$ cat src/rtl/b64sd_pkg.sv
package b64sd_pkg;

    localparam logic [1:0] ST_OK      = 2'd0;
    localparam logic [1:0] ST_INVALID = 2'd1;
    localparam logic [1:0] ST_BADPAD  = 2'd2;
    localparam logic [1:0] ST_LENGTH  = 2'd3;

    localparam int GROUP_BYTES = 3;
    localparam int QUEUE_DEPTH = 2;

    typedef struct packed {
        logic       bad;
        logic       pad;
        logic [5:0] val;
    } sextet_t;

    // One completed group: up to three bytes, or a single error beat.
    typedef struct packed {
        logic [GROUP_BYTES-1:0][7:0] data;
        logic [1:0]                  cnt;
        logic                        last;
        logic [1:0]                  status;
    } group_rec_t;

    function automatic sextet_t map_char(input logic [7:0] c);
        sextet_t m;
        m = '{bad: 1'b0, pad: 1'b0, val: 6'd0};
        case (c) inside
            [8'h41:8'h5A]: m.val = 6'(c - 8'h41);
            [8'h61:8'h7A]: m.val = 6'(c - 8'h47);
            [8'h30:8'h39]: m.val = 6'(c + 8'h04);
            8'h2B:         m.val = 6'd62;
            8'h2F:         m.val = 6'd63;
            8'h3D:         m.pad = 1'b1;
            default:       m.bad = 1'b1;
        endcase
        return m;
    endfunction

endpackage

$ cat src/rtl/b64sd_in_if.sv
interface b64sd_in_if;
    logic       valid;
    logic       ready;
    logic [7:0] in_char;
    logic       in_last;

    modport source (output valid, output in_char, output in_last, input ready);
    modport sink   (input valid, input in_char, input in_last, output ready);
endinterface

$ cat src/rtl/b64sd_out_if.sv
interface b64sd_out_if;
    logic       valid;
    logic       ready;
    logic [7:0] out_byte;
    logic       out_last;
    logic [1:0] out_status;

    modport source (output valid, output out_byte, output out_last, output out_status,
                    input ready);
    modport sink   (input valid, input out_byte, input out_last, input out_status,
                    output ready);
endinterface

$ cat src/rtl/base64_stream_decoder_unit.sv
// Base64 decoder: takes one character per cycle on chars and returns decoded bytes on
// bytes, one per cycle. Each character is mapped and folded into the group state in the
// cycle it is accepted; a completed group (or a short final group) is written as one
// record into a two-entry queue, which a serializer drains one byte per cycle, so three
// bytes per four characters flow with no stall at steady state. A group's bytes are read
// from its registered queue record once earlier records have drained. chars.ready drops only
// while both queue entries are occupied, which the downstream side sets by holding
// bytes.ready low. Faulty groups give one beat with a zero byte and a nonzero status.
module base64_stream_decoder_unit (
    input  logic                clk,
    input  logic                rst_n,
    b64sd_in_if.sink            chars,
    b64sd_out_if.source         bytes
);

    logic [1:0]  pos_reg, pos_next;
    logic [17:0] acc_reg, acc_next;
    logic        pad_reg, pad_next;
    logic [1:0]  err_reg, err_next;
    logic [1:0]  err_cur;
    logic [5:0]  val;

    b64sd_pkg::sextet_t     m;
    b64sd_pkg::group_rec_t  rec_new;
    b64sd_pkg::group_rec_t  head;
    b64sd_pkg::group_rec_t  rec_mem [b64sd_pkg::QUEUE_DEPTH];

    logic        wr_ptr_reg, rd_ptr_reg;
    logic [1:0]  count_reg, count_next;
    logic [1:0]  sub_reg;
    logic        in_fire, out_fire, push, pop, beat_last;

    assign in_fire  = chars.valid && chars.ready;
    assign out_fire = bytes.valid && bytes.ready;

    always_comb
    begin
        m   = b64sd_pkg::map_char(chars.in_char);
        val = (m.bad || m.pad) ? 6'd0 : m.val;

        // first fault of the group wins
        err_cur = err_reg;
        if (err_reg == b64sd_pkg::ST_OK)
        begin
            if (m.bad)
                err_cur = b64sd_pkg::ST_INVALID;
            else if (m.pad && pos_reg < 2'd2)
                err_cur = b64sd_pkg::ST_BADPAD;
            else if (!m.pad && pad_reg)
                err_cur = b64sd_pkg::ST_BADPAD;
        end

        pos_next = pos_reg;
        acc_next = acc_reg;
        pad_next = pad_reg;
        err_next = err_reg;
        push     = 1'b0;
        rec_new  = '0;

        if (in_fire)
        begin
            if (pos_reg != 2'd3)
            begin
                acc_next = {acc_reg[11:0], val};
                if (m.pad && pos_reg == 2'd2)
                    pad_next = 1'b1;
                pos_next = pos_reg + 2'd1;
                err_next = err_cur;
                if (chars.in_last)
                begin
                    push           = 1'b1;
                    rec_new.cnt    = 2'd1;
                    rec_new.last   = 1'b1;
                    rec_new.status = (err_cur != b64sd_pkg::ST_OK) ? err_cur
                                                                   : b64sd_pkg::ST_LENGTH;
                    pos_next = 2'd0;
                    acc_next = '0;
                    pad_next = 1'b0;
                    err_next = b64sd_pkg::ST_OK;
                end
            end
            else
            begin
                push         = 1'b1;
                rec_new.last = chars.in_last;
                if (err_cur != b64sd_pkg::ST_OK)
                begin
                    rec_new.cnt    = 2'd1;
                    rec_new.status = err_cur;
                end
                else
                begin
                    rec_new.data[0] = acc_reg[17:10];
                    rec_new.data[1] = acc_reg[9:2];
                    rec_new.data[2] = {acc_reg[1:0], val};
                    rec_new.cnt     = 2'd3 - {1'b0, pad_reg} - {1'b0, m.pad};
                    rec_new.status  = b64sd_pkg::ST_OK;
                end
                pos_next = 2'd0;
                acc_next = '0;
                pad_next = 1'b0;
                err_next = b64sd_pkg::ST_OK;
            end
        end
    end

    always_ff @(posedge clk or negedge rst_n)
    begin
        if (!rst_n)
        begin
            pos_reg <= 2'd0;
            acc_reg <= '0;
            pad_reg <= 1'b0;
            err_reg <= b64sd_pkg::ST_OK;
        end
        else
        begin
            pos_reg <= pos_next;
            acc_reg <= acc_next;
            pad_reg <= pad_next;
            err_reg <= err_next;
        end
    end

    // Group record queue
    always_ff @(posedge clk)
    begin
        if (push)
            rec_mem[wr_ptr_reg] <= rec_new;
    end

    assign head      = rec_mem[rd_ptr_reg];
    assign beat_last = (sub_reg == head.cnt - 2'd1);
    assign pop       = out_fire && beat_last;

    always_comb
    begin
        count_next = count_reg;
        if (push && !pop)
            count_next = count_reg + 2'd1;
        else if (!push && pop)
            count_next = count_reg - 2'd1;
    end

    always_ff @(posedge clk or negedge rst_n)
    begin
        if (!rst_n)
        begin
            wr_ptr_reg <= 1'b0;
            rd_ptr_reg <= 1'b0;
            count_reg  <= 2'd0;
            sub_reg    <= 2'd0;
        end
        else
        begin
            count_reg <= count_next;
            if (push)
                wr_ptr_reg <= ~wr_ptr_reg;
            if (pop)
            begin
                rd_ptr_reg <= ~rd_ptr_reg;
                sub_reg    <= 2'd0;
            end
            else if (out_fire)
                sub_reg <= sub_reg + 2'd1;
        end
    end

    assign chars.ready      = (count_reg != 2'(b64sd_pkg::QUEUE_DEPTH));
    assign bytes.valid      = (count_reg != 2'd0);
    assign bytes.out_byte   = head.data[sub_reg];
    assign bytes.out_last   = head.last && beat_last;
    assign bytes.out_status = head.status;

    a_count_bound: assert property (@(posedge clk) disable iff (!rst_n)
        count_reg <= 2'(b64sd_pkg::QUEUE_DEPTH))
        else $error("record queue overflow");

    a_sub_in_group: assert property (@(posedge clk) disable iff (!rst_n)
        bytes.valid |-> (sub_reg < head.cnt))
        else $error("byte index past end of group");

    a_error_beat: assert property (@(posedge clk) disable iff (!rst_n)
        (bytes.valid && bytes.out_status != b64sd_pkg::ST_OK)
            |-> (bytes.out_byte == 8'd0 && head.cnt == 2'd1))
        else $error("error result carries data");

    a_last_clears: assert property (@(posedge clk) disable iff (!rst_n)
        (in_fire && chars.in_last)
            |=> (pos_reg == 2'd0 && !pad_reg && err_reg == b64sd_pkg::ST_OK))
        else $error("group state not cleared after final character");

endmodule
$ cat src/flat_wrapper.sv
// flat-port wrapper written by rule: the top's interface ports become plain ports
module base64_stream_decoder_unit_flat 
  (clk, rst_n, chars_valid, chars_in_char, chars_in_last, chars_ready, bytes_valid, bytes_out_byte, bytes_out_last, bytes_out_status, bytes_ready);
  b64sd_in_if chars_i ();
  b64sd_out_if bytes_i ();
  input  logic clk;
  input  logic rst_n;
  input wire logic [$bits(chars_i.valid)-1:0] chars_valid;
  input wire logic [$bits(chars_i.in_char)-1:0] chars_in_char;
  input wire logic [$bits(chars_i.in_last)-1:0] chars_in_last;
  output wire logic [$bits(chars_i.ready)-1:0] chars_ready;
  output wire logic [$bits(bytes_i.valid)-1:0] bytes_valid;
  output wire logic [$bits(bytes_i.out_byte)-1:0] bytes_out_byte;
  output wire logic [$bits(bytes_i.out_last)-1:0] bytes_out_last;
  output wire logic [$bits(bytes_i.out_status)-1:0] bytes_out_status;
  input wire logic [$bits(bytes_i.ready)-1:0] bytes_ready;
  assign chars_i.valid = chars_valid;
  assign chars_i.in_char = chars_in_char;
  assign chars_i.in_last = chars_in_last;
  assign chars_ready = chars_i.ready;
  assign bytes_valid = bytes_i.valid;
  assign bytes_out_byte = bytes_i.out_byte;
  assign bytes_out_last = bytes_i.out_last;
  assign bytes_out_status = bytes_i.out_status;
  assign bytes_i.ready = bytes_ready;
  base64_stream_decoder_unit u_core (.clk(clk), .rst_n(rst_n), .chars(chars_i), .bytes(bytes_i));
endmodule
$ cat config.mk
export PLATFORM = sky130hd
export DESIGN_NAME = base64_stream_decoder_unit_flat
export DESIGN_NICKNAME = d
export VERILOG_FILES = /design/src/rtl/b64sd_pkg.sv /design/src/rtl/b64sd_in_if.sv /design/src/rtl/b64sd_out_if.sv /design/src/rtl/base64_stream_decoder_unit.sv /design/src/flat_wrapper.sv
export SDC_FILE = /design/constraint.sdc
export NUM_CORES = 1
export LEC_CHECK = 0
export BUFFER_PORTS_ARGS = -buffer_cell sky130_fd_sc_hd__clkbuf_2
export CORE_UTILIZATION = 35
export DETAILED_ROUTE_END_ITERATION = 16
export HOLD_SLACK_MARGIN = 0.12
export REMOVE_ABC_BUFFERS = 1
export SKIP_LAST_GASP = 1
export SYNTH_ARGS = -nofsm -noshare
export SYNTH_HDL_FRONTEND = slang
export SYNTH_SLANG_ARGS = --single-unit
$ cat constraint.sdc
create_clock -name clk -period 3.1 [get_ports clk]
set_clock_uncertainty 0.05 [all_clocks]
set_input_delay 0.62 -clock clk [delete_from_list [all_inputs] [get_ports clk]]
set_output_delay 0.62 -clock clk [all_outputs]
set_load 0.02 [all_outputs]
; Word level (Yosys, flattened, before mapping)
; Memory sizes are Yosys's and may differ from the RTL's.
; Index checks and enable logic that the tools add are counted.
[word_totals]
register_bits = 29
mem_bits_rw = 58
memories = 1
word_cells = 109
out_inout_bits = 13
in_bits = 13
[mem_list]
columns = memory, depth, word_bits, read_ports, rd_ports_with_merged_regs, write_ports, line_no
row1 = u_core.rec_mem, 2, 29, 1, 0, 1, base64_stream_decoder_unit.sv:26  ; b64sd_pkg::group_rec_t rec_mem [b64sd_pkg::QUEUE_DEPTH];
[op_classes]
n_eq_ne = 8
order_cmp = 8
muxes = 50
n_reduce_logical = 22
add_sub_neg = 10
bitwise_logic = 2
[ops]
columns = operator, n
row1 = 2-to-1 mux 24 bit, 2
row2 = 2-to-1 mux 18 bit, 2
row3 = 2-to-1 mux 6 bit, 6
row4 = 2-to-1 mux 2 bit, 15
row5 = 2-to-1 mux 29 bit, 1
row6 = "equality test 8 x 6 -> 1 bit, second input constant", 3
row7 = 2-to-1 mux 1 bit, 20
row8 = binary-select mux 8 bit (select 2 bit), 1
row9 = "greater-or-equal comparator 8 x 7 -> 1 bit, second input constant", 2
row10 = "<= comparator 8 x 7 -> 1 bit, second input constant", 2
row11 = logical AND 1 bit, 12
row12 = "greater-or-equal comparator 8 x 6 -> 1 bit, second input constant", 1
row13 = "<= comparator 8 x 6 -> 1 bit, second input constant", 1
row14 = 2-to-1 mux 8 bit, 1
row15 = nonzero test 2 bit, 4
row16 = "adder 2 x 1 -> 2 bit, second input constant", 3
row17 = "adder 6 x 3 -> 6 bit, second input constant", 1
row18 = "subtractor 6 x 1 -> 6 bit, second input constant", 1
row19 = "subtractor 6 x 3 -> 6 bit, second input constant", 1
row20 = 2-to-1 mux 5 bit, 1
row21 = 2-to-1 mux 4 bit, 1
row22 = "!= test 2 bit, second input constant", 2
row23 = "subtractor 2 x 1 -> 2 bit, second input constant", 2
row24 = zero test 1 bit, 3
row25 = 11 further kinds, 12

; Logic depth before layout (Yosys ltp)
; Gate-level depths: netlist (run 1).
[depth]
word_depth = 18
mapped_depth = 12
depth_no_buf = 11

; Least setup slack after synthesis (run 1)
; Ideal clock, no wire load.
[synth_timing]
kind = register to register
from = reg u_core.count_reg[0]
to = mem u_core.rec_mem[0][0] in the netlist's numbering, enable pin
required_ps = 2635
period_less_slack_ps = 2876
setup_ps = 415
path_stages_with_launch = 6
slack_ps = 224
t_arrival_ps = 2411
n_path_buf = 1
cell_sequence = dfrtp_1 > nand2b_1 > and2_1 > buf_1 > o21ai_2 > nor2_1
[synth_between]
elab_chain_len = 5
[synth_lines]
columns = element, line_no
row1 = "start, declared", base64_stream_decoder_unit.sv:29  ; logic [1:0] count_reg, count_next;
row2 = "start signal, assigned", base64_stream_decoder_unit.sv:156  ; count_reg <= count_next;
row3 = != test 2 bit, base64_stream_decoder_unit.sv:169  ; assign chars.ready = (count_reg != 2'(b64sd_pkg::QUEUE_DEPTH));
row4 = via chars_ready, flat_wrapper.sv:11  ; output wire logic [$bits(chars_i.ready)-1:0] chars_ready;
row5 = logical AND 1 bit, base64_stream_decoder_unit.sv:33  ; assign in_fire = chars.valid && chars.ready;
row6 = 2-to-1 mux 1 bit, base64_stream_decoder_unit.sv:60  ; if (in_fire)
row7 = 2-to-1 mux 1 bit, base64_stream_decoder_unit.sv:128  ; if (push)
row8 = 2-to-1 mux 1 bit (not written as such), base64_stream_decoder_unit.sv:129  ; rec_mem[wr_ptr_reg] <= rec_new;
row9 = "end, declared", base64_stream_decoder_unit.sv:26
; The timed path passes the listed nets, and every way through them passes these cells.

; Worst setup path in the final report (run 1)
[layout_timing]
from = reg u_core.rd_ptr_reg
to = out bytes_out_byte[2]
[layout_between]
elab_chain_len = 3
[layout_lines]
columns = element, line_no
row1 = "start, declared", base64_stream_decoder_unit.sv:28  ; logic wr_ptr_reg, rd_ptr_reg;
row2 = "start signal, assigned", base64_stream_decoder_unit.sv:161  ; rd_ptr_reg <= ~rd_ptr_reg;
row3 = memory (2 x 29 bit), -
row4 = binary-select mux 8 bit (select 2 bit), base64_stream_decoder_unit.sv:171  ; assign bytes.out_byte = head.data[sub_reg];
row5 = 2-to-1 mux 8 bit (not written as such), base64_stream_decoder_unit.sv:171
row6 = "end, declared", flat_wrapper.sv:13  ; output wire logic [$bits(bytes_i.out_byte)-1:0] bytes_out_byte;
; No other way between the ends. The select of a mux whose other input is x is not followed.

==> metrics.txt, run 1 <==
# TYPE chip_impl_metric gauge
chip_impl_metric{name="max-vdd-ir-drop",unit="µV"} 292
chip_impl_info{name="postSynth.topFlopCell",value="edfxtp_1"} 1
chip_impl_info{name="netlist_top_cells_area",value="edfxtp_1, dfrtp_1, mux4_2"} 1
chip_impl_metric{name="dp.cells",unit=""} 522
chip_impl_info{name="most_common_cell_after_layout_fill_and_taps_aside",value="edfxtp_1"} 1
chip_impl_metric{name="layout.filler_cells",unit=""} 1142
chip_impl_metric{name="yosysSeqAreaShare",unit="%"} 57.2
chip_impl_metric{name="largest_fanout_on_the_critical_path",unit=""} 15
chip_impl_metric{name="postSynth.asyncResetShare",unit="%"} 33.3
chip_impl_metric{name="fraction_of_final_layout_cells_with_drive_strength_greater_than_1",unit="%"} 23.8
chip_impl_metric{name="cp.arrival",unit="ns"} 2.07
chip_impl_metric{name="detail_route.wl_per_cell",unit="µm"} 16.9
chip_impl_metric{name="synthesis.area_per_instance",unit="µm²"} 12.2
chip_impl_metric{name="ys_warn_count",unit=""} 0
chip_impl_metric{name="cts_hold_buffers",unit=""} 0
chip_impl_metric{name="effective_utilization_at_floorplan",unit="%"} 35.9
chip_impl_metric{name="synth-edff-count",unit=""} 58
chip_impl_metric{name="cts_setup_buffers",unit=""} 0
chip_impl_metric{name="die_area",unit="µm²"} 12800
chip_impl_metric{name="clkTransAtPathRegs",unit="ns"} 0.06
chip_impl_metric{name="detailed_place_hpwl",unit="µm"} 6160
chip_impl_metric{name="ctsResizeCount",unit=""} 0
chip_impl_info{name="worst_setup_path_start_kind",value="flop"} 1
chip_impl_metric{name="final_hold_viol_count",unit=""} 0
chip_impl_metric{name="grt-ovfl-total",unit=""} 0
chip_impl_info{name="critPathKind",value="reg2out"} 1
chip_impl_metric{name="largest_reg_flops",unit=""} 58
chip_impl_metric{name="area_overhead_of_the_layout_relative_to_synthesis",unit="%"} 15.2
chip_impl_metric{name="timing.final.setup_violations",unit=""} 0
chip_impl_metric{name="drv.max_cap_violation_count",unit=""} 0
chip_impl_metric{name="std_cell_rows",unit=""} 40
chip_impl_metric{name="ctsLongestPathBuffers",unit=""} 2
chip_impl_info{name="cp-end-kind",value="output pin"} 1
chip_impl_metric{name="worstPathBufferInverterCount",unit=""} 3
chip_impl_metric{name="clock.fmax",unit="MHz"} 365
chip_impl_metric{name="buffer_ports.inserted",unit=""} 25
chip_impl_metric{name="postLayoutCoreUtil",unit="%"} 41.3
chip_impl_info{name="cts.root.buffer_cell",value="clkbuf_16"} 1
chip_impl_metric{name="tightestPinTransition",unit="ns"} 0.802
chip_impl_metric{name="via_count_of_the_first_global_routing_pass",unit=""} 2835
chip_impl_metric{name="route.vias.total",unit=""} 2834
chip_impl_metric{name="cts-buffers-inserted",unit=""} 9
chip_impl_metric{name="grt_first_pass_wirelength",unit="µm"} 14500
chip_impl_metric{name="detail_route.iter0.violations",unit=""} 168
chip_impl_metric{name="slowest_delay",unit="ns"} 0.63
chip_impl_metric{name="core",unit="µm²"} 12000
chip_impl_metric{name="ioPinCount",unit=""} 26
chip_impl_metric{name="slew_viol_final",unit=""} 0
chip_impl_metric{name="antenna_violating_nets_post_route",unit=""} 0
chip_impl_metric{name="finalWeightedCongestion",unit=""} 0.897
chip_impl_metric{name="finalNetCount",unit=""} 412
chip_impl_info{name="status",value="completed"} 1
chip_impl_metric{name="diodes",unit=""} 0
chip_impl_metric{name="worstSkewPairLatency",unit="ns"} 0.34
chip_impl_metric{name="max_slew_margin",unit="%"} 46.5
chip_impl_metric{name="netlist.area_leader.share",unit="%"} 40.4
chip_impl_metric{name="fin_total_pwr",unit="mW"} 3.91
chip_impl_metric{name="detail_route.wirelength",unit="µm"} 9100
chip_impl_metric{name="p_per_area",unit="nW/µm²"} 787
chip_impl_metric{name="yosys_register_bits",unit=""} 87
chip_impl_metric{name="final_cells",unit=""} 538
chip_impl_metric{name="dieWidth",unit="µm"} 113
chip_impl_info{name="synth_area_leader_cell",value="edfxtp_1"} 1
chip_impl_info{name="crit_chain",value="buf_12 > mux4_2 > inv_1 > o22ai_1 > clkbuf_2"} 1
chip_impl_metric{name="die_h",unit="µm"} 113
chip_impl_info{name="timing.critical_path.max_delay_family",value="flip-flops"} 1
chip_impl_metric{name="final.period_utilization",unit="%"} 88.3
chip_impl_metric{name="grt_util_all_layers",unit="%"} 15.0
chip_impl_metric{name="htree_levels",unit=""} 3
chip_impl_metric{name="grt_antenna_before_repair",unit=""} 0
chip_impl_metric{name="cellLeakagePower",unit="nW"} 2.06
chip_impl_metric{name="worst-endpoint-required",unit="ns"} 2.43
chip_impl_metric{name="synthDistinctLibCells",unit=""} 54
chip_impl_info{name="rsz0062_at_grt",value="false"} 1
chip_impl_metric{name="post_synthesis_cells",unit=""} 354
chip_impl_metric{name="post_synthesis_instance_area",unit="µm²"} 4310
chip_impl_metric{name="finalSetupTns",unit="ns"} 0
chip_impl_info{name="timing.critical_path.slowest_stage_cell",value="dfrtp_1"} 1
chip_impl_info{name="clock_tree_from_tritoncts",value="yes"} 1
chip_impl_metric{name="detail_route.drc_violations",unit=""} 0
chip_impl_metric{name="route.detailed.vias_per_inst",unit=""} 5.27
chip_impl_metric{name="cts_sinks",unit=""} 87
chip_impl_info{name="commonest_non_fill_non_tap_cells_in_the_layout",value="edfxtp_1, nand2_1, dfrtp_1, clkbuf_2"} 1
chip_impl_info{name="holdCritPathClass",value="in2async"} 1
chip_impl_metric{name="final.min_clock_period",unit="ns"} 2.74
chip_impl_metric{name="grt_start_max_net_pins",unit=""} 30
chip_impl_metric{name="whs",unit="ns"} 0.318
chip_impl_metric{name="detail_route.first_pass.iterations",unit=""} 4
[cell type report]
| cell class | instances | area, µm² | share of cell area [%] |
|---|---|---|---|
| Inverter | 19 | 71.3 | 1.44 |
| Sequential cell | 87 | 2470 | 49.7 |
| Clock buffer | 10 | 229 | 4.61 |
| Tap cell | 147 | 184 | 3.70 |
| Timing Repair Buffer | 39 | 243 | 4.89 |
| Clock inverter | 6 | 92.6 | 1.86 |
| Multi-Input combinational cell | 230 | 1680 | 33.8 |
[worst register-to-register path, cell delays in order, from the launching register on]
cell     delay (ns)
dfrtp_1        0.63
mux2i_1        0.28
xor2_1         0.24
a21oi_1        0.13
or2_2          0.33
ha_1           0.34
nor2_1         0.14
xor2_1         0.15
[logic make-up after synthesis]
logic type / Yosys count / share of synthesized area, %
and+or+nand+nor: 130 / 16.2
DFF: 87 / 57.2
AOI/OAI and AO/OA: 56 / 9.55
buffers and inverters: 37 / 3.89
muxes: 23 / 7.75
adders and majority gates: 13 / 3.77
xor gates and xnor gates: 8 / 1.63
[cells in the mapped netlist, types with 2 or more instances]
library cell and number:
buf_6 3, nand2_1 45, mux4_2 8, nor2_1 20, nor2b_1 2, nor3_1 5, and3_2 9, xnor2_1 5
or2_2 2, nand3_1 18, nand3_2 2, nand2b_1 5, mux2i_1 12, clkbuf_1 8, clkbuf_2 2, buf_2 3
o31ai_1 2, and2_1 3, a21oi_1 9, inv_1 19, xor2_1 3, and3_1 12, o21ai_0 15, buf_1 2
o22ai_1 9, mux2_2 3, a32o_1 2, o221a_2 2, a31oi_1 2, edfxtp_1 58, ha_1 13, dfrtp_1 29
[per-stage QoR]
stage               setup WS (ns)  cell area, µm²
floorplan                   0.111            4210
global placement            0.137            4640
detailed placement          0.119            4640
CTS                         0.324            4960
global route                0.222            4960
finish                      0.362            4960
[power by group]
part	leakage [nW]	total (mW)	switching (mW)	internal, mW
logic	0.981	1.15	0.678	0.476
registers	0.932	1.60	0.157	1.44
clock network	0.150	1.15	0.443	0.712
total	2.06	3.91	1.28	2.63
[per-layer routing]
metal / vias to the layer above / wire length (µm) / GRT usage (%)
met4: 0 / 126 / 4.47
met1: 1407 / 4240 / 19.2
li1: 1363 / - / -
met2: 55 / 4420 / 25.8
met5: - / 0 / 0
met3: 9 / 309 / 3.27
[worst paths after layout]
path	slack [ns]	to	start	depth (start not counted)
worst max-delay path	0.36	bytes_out_byte[2]	u_core.rd_ptr_reg	5
worst min-delay path	0.32	u_core.sub_reg[0]	rst_n	1
worst max register to register	0.74	u_core.count_reg[1]	u_core.rd_ptr_reg	7
worst min register to register	0.41	u_core.acc_reg[13]	u_core.acc_reg[13]	2
max in group asynchronous	2.18	u_core.acc_reg[4]	rst_n	1
min in group clk	0.41	u_core.acc_reg[13]	u_core.acc_reg[13]	2
(Power assumes the default switching activity.)
==> run 2: changes to the inputs <==
--- a/config.mk
+++ b/config.mk
@@ -6,11 +6,13 @@
 export NUM_CORES = 1
 export LEC_CHECK = 0
 export BUFFER_PORTS_ARGS = -buffer_cell sky130_fd_sc_hd__clkbuf_2
+export CORE_MARGIN = 8
 export CORE_UTILIZATION = 35
 export DETAILED_ROUTE_END_ITERATION = 16
 export HOLD_SLACK_MARGIN = 0.12
 export REMOVE_ABC_BUFFERS = 1
 export SKIP_LAST_GASP = 1
+export SLEW_MARGIN = 25
 export SYNTH_ARGS = -nofsm -noshare
 export SYNTH_HDL_FRONTEND = slang
 export SYNTH_SLANG_ARGS = --single-unit
==> constraint.sdc (replaced) <==
create_clock -name clk -period 2.6 [get_ports clk]
set_clock_uncertainty 0.05 [all_clocks]
set_input_delay 0.52 -clock clk [delete_from_list [all_inputs] [get_ports clk]]
set_output_delay 0.52 -clock clk [all_outputs]
set_load 0.02 [all_outputs]
==> run 2 against run 1 <==
Compared with the run above: via count rose by 2.4%; combinational power rose by 22%; highest routed layer unchanged; largest power group unchanged; critical endpoint is now bytes_out_byte[1]; cell area rose by 2.6%.
==> metrics.txt, run 2 (synthesis results as in run 1) <==
# TYPE chip_impl_metric gauge
chip_impl_metric{name="grt_start_max_net_pins",unit=""} 30
chip_impl_metric{name="die_area",unit="µm²"} 16100
chip_impl_metric{name="max-vdd-ir-drop",unit="µV"} 334
chip_impl_info{name="critPathKind",value="reg2out"} 1
chip_impl_metric{name="cellLeakagePower",unit="nW"} 2.15
chip_impl_metric{name="timing.final.setup_violations",unit=""} 0
chip_impl_metric{name="ctsResizeCount",unit=""} 0
chip_impl_metric{name="grt_util_all_layers",unit="%"} 11.5
chip_impl_info{name="timing.critical_path.slowest_stage_cell",value="dfrtp_1"} 1
chip_impl_info{name="worstSetupStartpoint",value="u_core.sub_reg[0]"} 1
chip_impl_metric{name="finalNetCount",unit=""} 434
chip_impl_metric{name="final-seq-area",unit="µm²"} 2470
chip_impl_metric{name="worst-endpoint-required",unit="ns"} 2.03
chip_impl_metric{name="detail_route.iter0.violations",unit=""} 178
chip_impl_metric{name="p_clk_share",unit="%"} 26.2
chip_impl_metric{name="clock.fmax",unit="MHz"} 412
chip_impl_metric{name="std_cell_rows",unit=""} 40
chip_impl_metric{name="dieWidth",unit="µm"} 127
chip_impl_metric{name="detail_route.drc_violations",unit=""} 0
chip_impl_metric{name="largest_fanout_on_the_critical_path",unit=""} 15
chip_impl_metric{name="area_overhead_of_the_layout_relative_to_synthesis",unit="%"} 18.2
chip_impl_metric{name="fraction_of_final_layout_cells_with_drive_strength_greater_than_1",unit="%"} 27.4
chip_impl_metric{name="drv.max_cap_violation_count",unit=""} 0
chip_impl_info{name="worst_setup_path_start_kind",value="flop"} 1
chip_impl_info{name="crit_chain",value="nand2b_1 > o22ai_1 > clkbuf_2"} 1
chip_impl_metric{name="final.period_utilization",unit="%"} 93.3
chip_impl_metric{name="sw_frac_of_total",unit="%"} 33.7
chip_impl_metric{name="route.vias.total",unit=""} 2901
chip_impl_metric{name="final_cells",unit=""} 560
chip_impl_metric{name="die_h",unit="µm"} 127
chip_impl_metric{name="finalWeightedCongestion",unit=""} 0.885
chip_impl_metric{name="netSwitchingPower",unit="mW"} 1.50
chip_impl_info{name="most_common_cell_after_layout_fill_and_taps_aside",value="edfxtp_1"} 1
chip_impl_info{name="critPathCapture",value="bytes_out_byte[1]"} 1
chip_impl_metric{name="multi_input_comb_area",unit="µm²"} 1680
chip_impl_metric{name="worst-r2r-cell-count",unit=""} 10
chip_impl_metric{name="cts-buffers-inserted",unit=""} 9
chip_impl_metric{name="final_hold_viol_count",unit=""} 0
chip_impl_metric{name="ioPinCount",unit=""} 26
chip_impl_metric{name="post_dp_cell_area",unit="µm²"} 4820
chip_impl_metric{name="detail_route.first_pass.iterations",unit=""} 5
chip_impl_metric{name="buffer_ports.inserted",unit=""} 25
chip_impl_info{name="rsz0062_at_grt",value="false"} 1
chip_impl_metric{name="detailed_place_hpwl",unit="µm"} 6470
chip_impl_metric{name="cp.arrival",unit="ns"} 1.86
chip_impl_metric{name="clkTransAtPathRegs",unit="ns"} 0.06
chip_impl_metric{name="seq_power_share",unit="%"} 42.4
chip_impl_metric{name="tightestPinTransition",unit="ns"} 0.742
chip_impl_metric{name="cts_hold_buffers",unit=""} 0
chip_impl_metric{name="pre_cts_ws",unit="ns"} -0.111
chip_impl_info{name="status",value="completed"} 1
chip_impl_metric{name="layout.cell_area.non_filler",unit="µm²"} 5090
chip_impl_metric{name="cts_sinks",unit=""} 87
chip_impl_metric{name="largest_reg_flops",unit=""} 58
chip_impl_info{name="commonest_non_fill_non_tap_cells_in_the_layout",value="edfxtp_1, nand2_1, buf_4, dfrtp_1, clkbuf_2"} 1
chip_impl_info{name="clock_tree_from_tritoncts",value="yes"} 1
chip_impl_metric{name="grt_first_pass_wirelength",unit="µm"} 14900
chip_impl_metric{name="detail_route.wirelength",unit="µm"} 9040
chip_impl_metric{name="dp.cells",unit=""} 544
chip_impl_metric{name="p_per_area",unit="nW/µm²"} 877
chip_impl_metric{name="effective_utilization_at_floorplan",unit="%"} 35.9
chip_impl_metric{name="slowest_delay",unit="ns"} 0.74
chip_impl_metric{name="fin_total_pwr",unit="mW"} 4.47
chip_impl_metric{name="max_slew_margin",unit="%"} 50.5
chip_impl_metric{name="grt-ovfl-total",unit=""} 0
chip_impl_metric{name="slew_viol_final",unit=""} 0
chip_impl_metric{name="detail_route.wl_per_cell",unit="µm"} 16.1
chip_impl_metric{name="whs",unit="ns"} 0.186
chip_impl_metric{name="core",unit="µm²"} 12000
chip_impl_metric{name="htree_levels",unit=""} 3
chip_impl_metric{name="final.min_clock_period",unit="ns"} 2.43
chip_impl_metric{name="layout.filler_cells",unit=""} 1128
chip_impl_metric{name="antenna_violating_nets_post_route",unit=""} 0
chip_impl_metric{name="worst-r2r-setup-slack",unit="ns"} 0.41
chip_impl_info{name="holdCritPathClass",value="in2async"} 1
chip_impl_metric{name="ctsLongestPathBuffers",unit=""} 2
chip_impl_metric{name="grt_antenna_before_repair",unit=""} 0
chip_impl_info{name="r2r_end",value="u_core.count_reg[1]"} 1
chip_impl_metric{name="setup_slack",unit="ns"} 0.174
chip_impl_metric{name="p_comb_share",unit="%"} 31.4
chip_impl_metric{name="worstSkewPairLatency",unit="ns"} 0.34
chip_impl_info{name="cts.root.buffer_cell",value="clkbuf_16"} 1
chip_impl_metric{name="route.detailed.vias_per_inst",unit=""} 5.18
chip_impl_info{name="critical_path.reg2reg.startpoint",value="u_core.rd_ptr_reg"} 1
chip_impl_metric{name="cts_setup_buffers",unit=""} 0
chip_impl_metric{name="diodes",unit=""} 0
chip_impl_info{name="cp-end-kind",value="output pin"} 1
chip_impl_metric{name="via_count_of_the_first_global_routing_pass",unit=""} 2945
chip_impl_metric{name="power_report.internal_total",unit="mW"} 2.96
==> run 2: changes by cell type in the layout (fill, tap and decap cells not counted) <==
cell / delta
buf_4: +21
bufinv_16: -2
clkinv_1: +2
buf_12: +1
clkinvlp_4: -1
inv_8: +1
==> run 2: layer usage <==
metal / vias up / wire [µm] / GRT usage, %
met5: - / 0 / 0
met4: 0 / 102 / 3.22
met3: 8 / 421 / 2.87
met2: 66 / 4370 / 19.3
met1: 1427 / 4150 / 14.5
li1: 1400 / - / -
==> run 2: worst max-delay path, delay by kind of cell, from the launching register on <==
| family | cells | cell delay [ns] |
|---|---|---|
| AOI/OAI and AO/OA | 1 | 0.15 |
| buffers and inverters | 1 | 0.19 |
| DFF | 1 | 0.74 |
| and+or+nand+nor | 1 | 0.44 |
==> run 2: power by group through the flow <==
stage	Sequential [mW]	Clock, mW	Combinational [mW]
4_1_cts	1.90	1.19	1.44
3_3_place_gp	1.92	0	1.42
5_1_grt	1.92	1.26	1.55
2_1_floorplan	1.93	0	0.891
6_report	1.89	1.17	1.40
3_5_place_dp	1.93	0	1.43
==> run 2: worst min path at each step <==
stage                       start             endpoint  slack (ns)  cells past startpoint
4_1_cts                     rst_n   u_core.acc_reg[16]        0.22                      1
3_5_place_dp   u_core.acc_reg[14]   u_core.acc_reg[14]        0.40                      2
5_1_grt                     rst_n  u_core.count_reg[1]        0.25                      1
6_report                    rst_n    u_core.sub_reg[0]        0.19                      1
3_3_place_gp   u_core.acc_reg[13]   u_core.acc_reg[13]        0.39                      2
2_1_floorplan               rst_n    u_core.acc_reg[0]        0.17                      0
==> run 2: layout make-up <==
cell class | count | area share, %
timing repair buffer | 61 | 8.25
clock buffer | 10 | 4.50
sequential | 87 | 48.4
inverter | 19 | 1.40
clock inverter | 6 | 0.860
multi-input combinational | 230 | 32.9
tap | 147 | 3.61
==> run 2: metrics by stage <==
step	util [%]	TNS (ns)
final	42.4	0
after global routing	42.4	0
after CTS	42.4	0
after detailed placement	40.1	-3.25
after global placement	40.1	-0.614
after floorplan	-	-13.69
==> run 3: changes to the inputs <==
--- a/config.mk
+++ b/config.mk
@@ -5,6 +5,7 @@
 export SDC_FILE = /design/constraint.sdc
 export NUM_CORES = 1
 export LEC_CHECK = 0
+export ABC_AREA = 1
 export BUFFER_PORTS_ARGS = -buffer_cell sky130_fd_sc_hd__clkbuf_2
 export CORE_MARGIN = 8
 export CORE_UTILIZATION = 35
==> run 3 against run 2 <==
Compared with the run above: wire length grew 7.6%; critical path depth grew 4; combinational power grew 40%; setup slack is essentially flat; sequential cell count is the same; cell area grew 2.0%; largest cell class unchanged; largest power group is now combinational logic.
==> metrics.txt, run 3 <==
# TYPE chip_impl_metric gauge
chip_impl_metric{name="detail_route.iter0.violations",unit=""} 213
chip_impl_info{name="critPathKind",value="reg2out"} 1
chip_impl_metric{name="detail_route.wl_per_cell",unit="µm"} 14.5
chip_impl_metric{name="yosysSeqAreaShare",unit="%"} 55.1
chip_impl_metric{name="ctsLongestPathBuffers",unit=""} 2
chip_impl_metric{name="dp.cells",unit=""} 655
chip_impl_metric{name="grt_util_all_layers",unit="%"} 12.3
chip_impl_metric{name="slew_viol_final",unit=""} 0
chip_impl_metric{name="detail_route.first_pass.iterations",unit=""} 4
chip_impl_metric{name="final_hold_viol_count",unit=""} 0
chip_impl_info{name="worst_setup_path_start_kind",value="flop"} 1
chip_impl_metric{name="grt_first_pass_wirelength",unit="µm"} 16100
chip_impl_info{name="commonest_non_fill_non_tap_cells_in_the_layout",value="nand2_1, edfxtp_1, inv_1, nor2_1, o21ai_0"} 1
chip_impl_metric{name="largest_reg_flops",unit=""} 58
chip_impl_metric{name="worst-endpoint-required",unit="ns"} 2.03
chip_impl_metric{name="ys_warn_count",unit=""} 0
chip_impl_metric{name="cts_sinks",unit=""} 87
chip_impl_metric{name="route.vias.total",unit=""} 3298
chip_impl_metric{name="synth-edff-count",unit=""} 58
chip_impl_info{name="most_common_cell_after_layout_fill_and_taps_aside",value="nand2_1"} 1
chip_impl_info{name="clock_tree_from_tritoncts",value="yes"} 1
chip_impl_metric{name="slowest_delay",unit="ns"} 0.40
chip_impl_info{name="timing.critical_path.slowest_stage_cell",value="dfrtp_1"} 1
chip_impl_info{name="rsz0062_at_grt",value="false"} 1
chip_impl_metric{name="post_dp_cell_area",unit="µm²"} 4880
chip_impl_info{name="cp-end-kind",value="output pin"} 1
chip_impl_metric{name="tightestPinTransition",unit="ns"} 0.752
chip_impl_metric{name="grt-ovfl-total",unit=""} 0
chip_impl_metric{name="post_synthesis_instance_area",unit="µm²"} 4480
chip_impl_metric{name="effective_utilization_at_floorplan",unit="%"} 35.6
chip_impl_info{name="r2r_end",value="u_core.count_reg[1]"} 1
chip_impl_metric{name="worst-r2r-cell-count",unit=""} 10
chip_impl_info{name="synth_commonest_cells",value="nand2_1, edfxtp_1, inv_1"} 1
chip_impl_metric{name="via_count_of_the_first_global_routing_pass",unit=""} 3313
chip_impl_info{name="synth_most_common_cell",value="nand2_1"} 1
chip_impl_metric{name="buffer_ports.inserted",unit=""} 25
chip_impl_info{name="critical_path.reg2reg.startpoint",value="u_core.rd_ptr_reg"} 1
chip_impl_metric{name="fraction_of_final_layout_cells_with_drive_strength_greater_than_1",unit="%"} 19.6
chip_impl_metric{name="ctsResizeCount",unit=""} 0
chip_impl_metric{name="cts_hold_buffers",unit=""} 0
chip_impl_metric{name="clkTransAtPathRegs",unit="ns"} 0.06
chip_impl_metric{name="clock.fmax",unit="MHz"} 412
chip_impl_metric{name="drv.max_cap_violation_count",unit=""} 0
chip_impl_metric{name="cts-buffers-inserted",unit=""} 9
chip_impl_metric{name="synthDistinctLibCells",unit=""} 29
chip_impl_info{name="cts.root.buffer_cell",value="clkbuf_16"} 1
chip_impl_info{name="crit_chain",value="inv_1 > buf_8 > o21ai_0 > o22ai_1 > nand2_1 > o21ai_0 > clkbuf_2"} 1
chip_impl_metric{name="std_cell_rows",unit=""} 41
chip_impl_info{name="netlist_top_cells_area",value="edfxtp_1, dfrtp_1, nand2_1"} 1
chip_impl_metric{name="htree_levels",unit=""} 3
chip_impl_metric{name="cellLeakagePower",unit="nW"} 2.12
chip_impl_metric{name="area_overhead_of_the_layout_relative_to_synthesis",unit="%"} 16.0
chip_impl_metric{name="core",unit="µm²"} 12600
chip_impl_metric{name="detail_route.wirelength",unit="µm"} 9730
chip_impl_metric{name="power_report.internal_total",unit="mW"} 3.20
chip_impl_metric{name="seq_power_share",unit="%"} 36.9
chip_impl_metric{name="finalWeightedCongestion",unit=""} 0.906
chip_impl_metric{name="detail_route.drc_violations",unit=""} 0
chip_impl_metric{name="p_comb_share",unit="%"} 38.1
chip_impl_metric{name="netlist.area_leader.share",unit="%"} 38.9
chip_impl_metric{name="max_slew_margin",unit="%"} 49.9
chip_impl_metric{name="finalNetCount",unit=""} 520
chip_impl_metric{name="p_clk_share",unit="%"} 25.0
chip_impl_metric{name="final.min_clock_period",unit="ns"} 2.43
chip_impl_metric{name="detailed_place_hpwl",unit="µm"} 6820
chip_impl_metric{name="diodes",unit=""} 0
chip_impl_info{name="synth_area_leader_cell",value="edfxtp_1"} 1
chip_impl_metric{name="post_synthesis_cells",unit=""} 459
chip_impl_metric{name="grt_antenna_before_repair",unit=""} 0
chip_impl_metric{name="layout.cell_area.non_filler",unit="µm²"} 5200
chip_impl_info{name="holdCritPathClass",value="in2async"} 1
chip_impl_metric{name="worstSkewPairLatency",unit="ns"} 0.34
chip_impl_metric{name="netSwitchingPower",unit="mW"} 1.95
chip_impl_info{name="postSynth.topFlopCell",value="edfxtp_1"} 1
chip_impl_metric{name="postSynth.asyncResetShare",unit="%"} 33.3
chip_impl_metric{name="route.detailed.vias_per_inst",unit=""} 4.92
chip_impl_metric{name="die_h",unit="µm"} 129
chip_impl_metric{name="cts_setup_buffers",unit=""} 0
chip_impl_metric{name="final_cells",unit=""} 671
chip_impl_metric{name="cp.arrival",unit="ns"} 1.86
chip_impl_metric{name="yosys_register_bits",unit=""} 87
chip_impl_metric{name="antenna_violating_nets_post_route",unit=""} 0
chip_impl_info{name="status",value="completed"} 1
chip_impl_metric{name="grt_start_max_net_pins",unit=""} 30
chip_impl_metric{name="largest_fanout_on_the_critical_path",unit=""} 24
chip_impl_metric{name="max-vdd-ir-drop",unit="µV"} 372
chip_impl_metric{name="sw_frac_of_total",unit="%"} 37.9
chip_impl_info{name="crit_path_frequent_cell",value="o21ai_0"} 1
chip_impl_metric{name="ioPinCount",unit=""} 26
chip_impl_metric{name="whs",unit="ns"} 0.192
chip_impl_metric{name="timing.final.setup_violations",unit=""} 0
chip_impl_metric{name="worst-r2r-setup-slack",unit="ns"} 0.34
chip_impl_metric{name="dieWidth",unit="µm"} 129
chip_impl_metric{name="die_area",unit="µm²"} 16700
chip_impl_metric{name="synthesis.area_per_instance",unit="µm²"} 9.76
chip_impl_metric{name="final.period_utilization",unit="%"} 93.3
chip_impl_metric{name="p_per_area",unit="nW/µm²"} 992
[run 3: cell types whose count changed after synthesis, moves of 12 or more]
cell     previous run  this run
nand2_1            45        79
inv_1              19        51
o21ai_0            15        42
nor2_1             20        45
o22ai_1             9        29
nor3_2              1        18
and3_1             12         0
mux2i_1            12         0
[run 3: worst max path at each step]
stage                     slack (ns)               endpoint           startpoint  cells after the start
after floorplan                -0.52   u_core.rec_mem[0][0]  u_core.count_reg[0]                      6
after global placement          0.11  u_core.rec_mem[1][20]     chars_in_char[3]                     12
after detailed placement        0.05   u_core.rec_mem[1][7]     chars_in_char[2]                     15
after CTS                       0.04      bytes_out_byte[1]    u_core.rd_ptr_reg                      7
after global routing           0.009      bytes_out_byte[1]    u_core.rd_ptr_reg                      7
final                           0.17      bytes_out_byte[1]    u_core.rd_ptr_reg                      7
[run 3: worst max-delay path: cells and delay by family (launching register included)]
family	cells	cell delay, ns
flip-flops	1	0.40
buffers and inverters	3	0.65
AO/OA/AOI/OAI	3	0.38
AND/OR/NAND/NOR	1	0.08
[run 3: cell type report]
| class | count | area, µm² |
|---|---|---|
| Fill cell | 1221 | 7370 |
| Tap cell | 172 | 215 |
| Sequential cell | 87 | 2470 |
| Inverter | 54 | 206 |
| Clock buffer | 12 | 256 |
| Multi-Input combinational cell | 298 | 1710 |
| Clock inverter | 4 | 43.8 |
| Timing Repair Buffer | 44 | 300 |
[run 3: logic make-up (layout without fill, tap and decap cells)]
| group | count (synthesis) | in the layout | share of synthesized area (%) |
|---|---|---|---|
| adder cells (fa/ha/maj) | 13 | 13 | 3.63 |
| AND/OR/NAND/NOR | 186 | 186 | 21.0 |
| flip-flops | 87 | 87 | 55.1 |
| AO/OA/AOI/OAI | 84 | 84 | 10.4 |
| buffers and inverters | 74 | 114 | 6.98 |
| XOR/XNOR | 15 | 15 | 2.93 |
[run 3: power by group through the flow]
| stage | clock [mW] | sequential [mW] | combinational, mW |
|---|---|---|---|
| after floorplan | 0 | 1.92 | 1.23 |
| after global placement | 0 | 1.91 | 1.94 |
| after detailed placement | 0 | 1.92 | 1.97 |
| after CTS | 1.31 | 1.90 | 1.98 |
| after global routing | 1.37 | 1.93 | 2.18 |
| final | 1.29 | 1.90 | 1.96 |
[run 3: metal layers]
metal  up-vias  track usage, %  wire length [µm]
li1       1625               -                 -
met1      1601            14.9              4440
met2        59            20.9              4720
met3        13            2.26               382
met4         0            5.67               182
met5         -               0                 0
[run 3: metrics by stage]
stage	setup WS, ns	power, mW	util (%)	TNS, ns
3_5_place_dp	0.0456	3.89	38.9	0
5_1_grt	0.00854	5.47	41.3	0
2_1_floorplan	-0.517	3.16	-	-30.10
6_report	0.174	5.15	41.3	0
3_3_place_gp	0.113	3.85	38.9	0
4_1_cts	0.0380	5.19	41.2	0
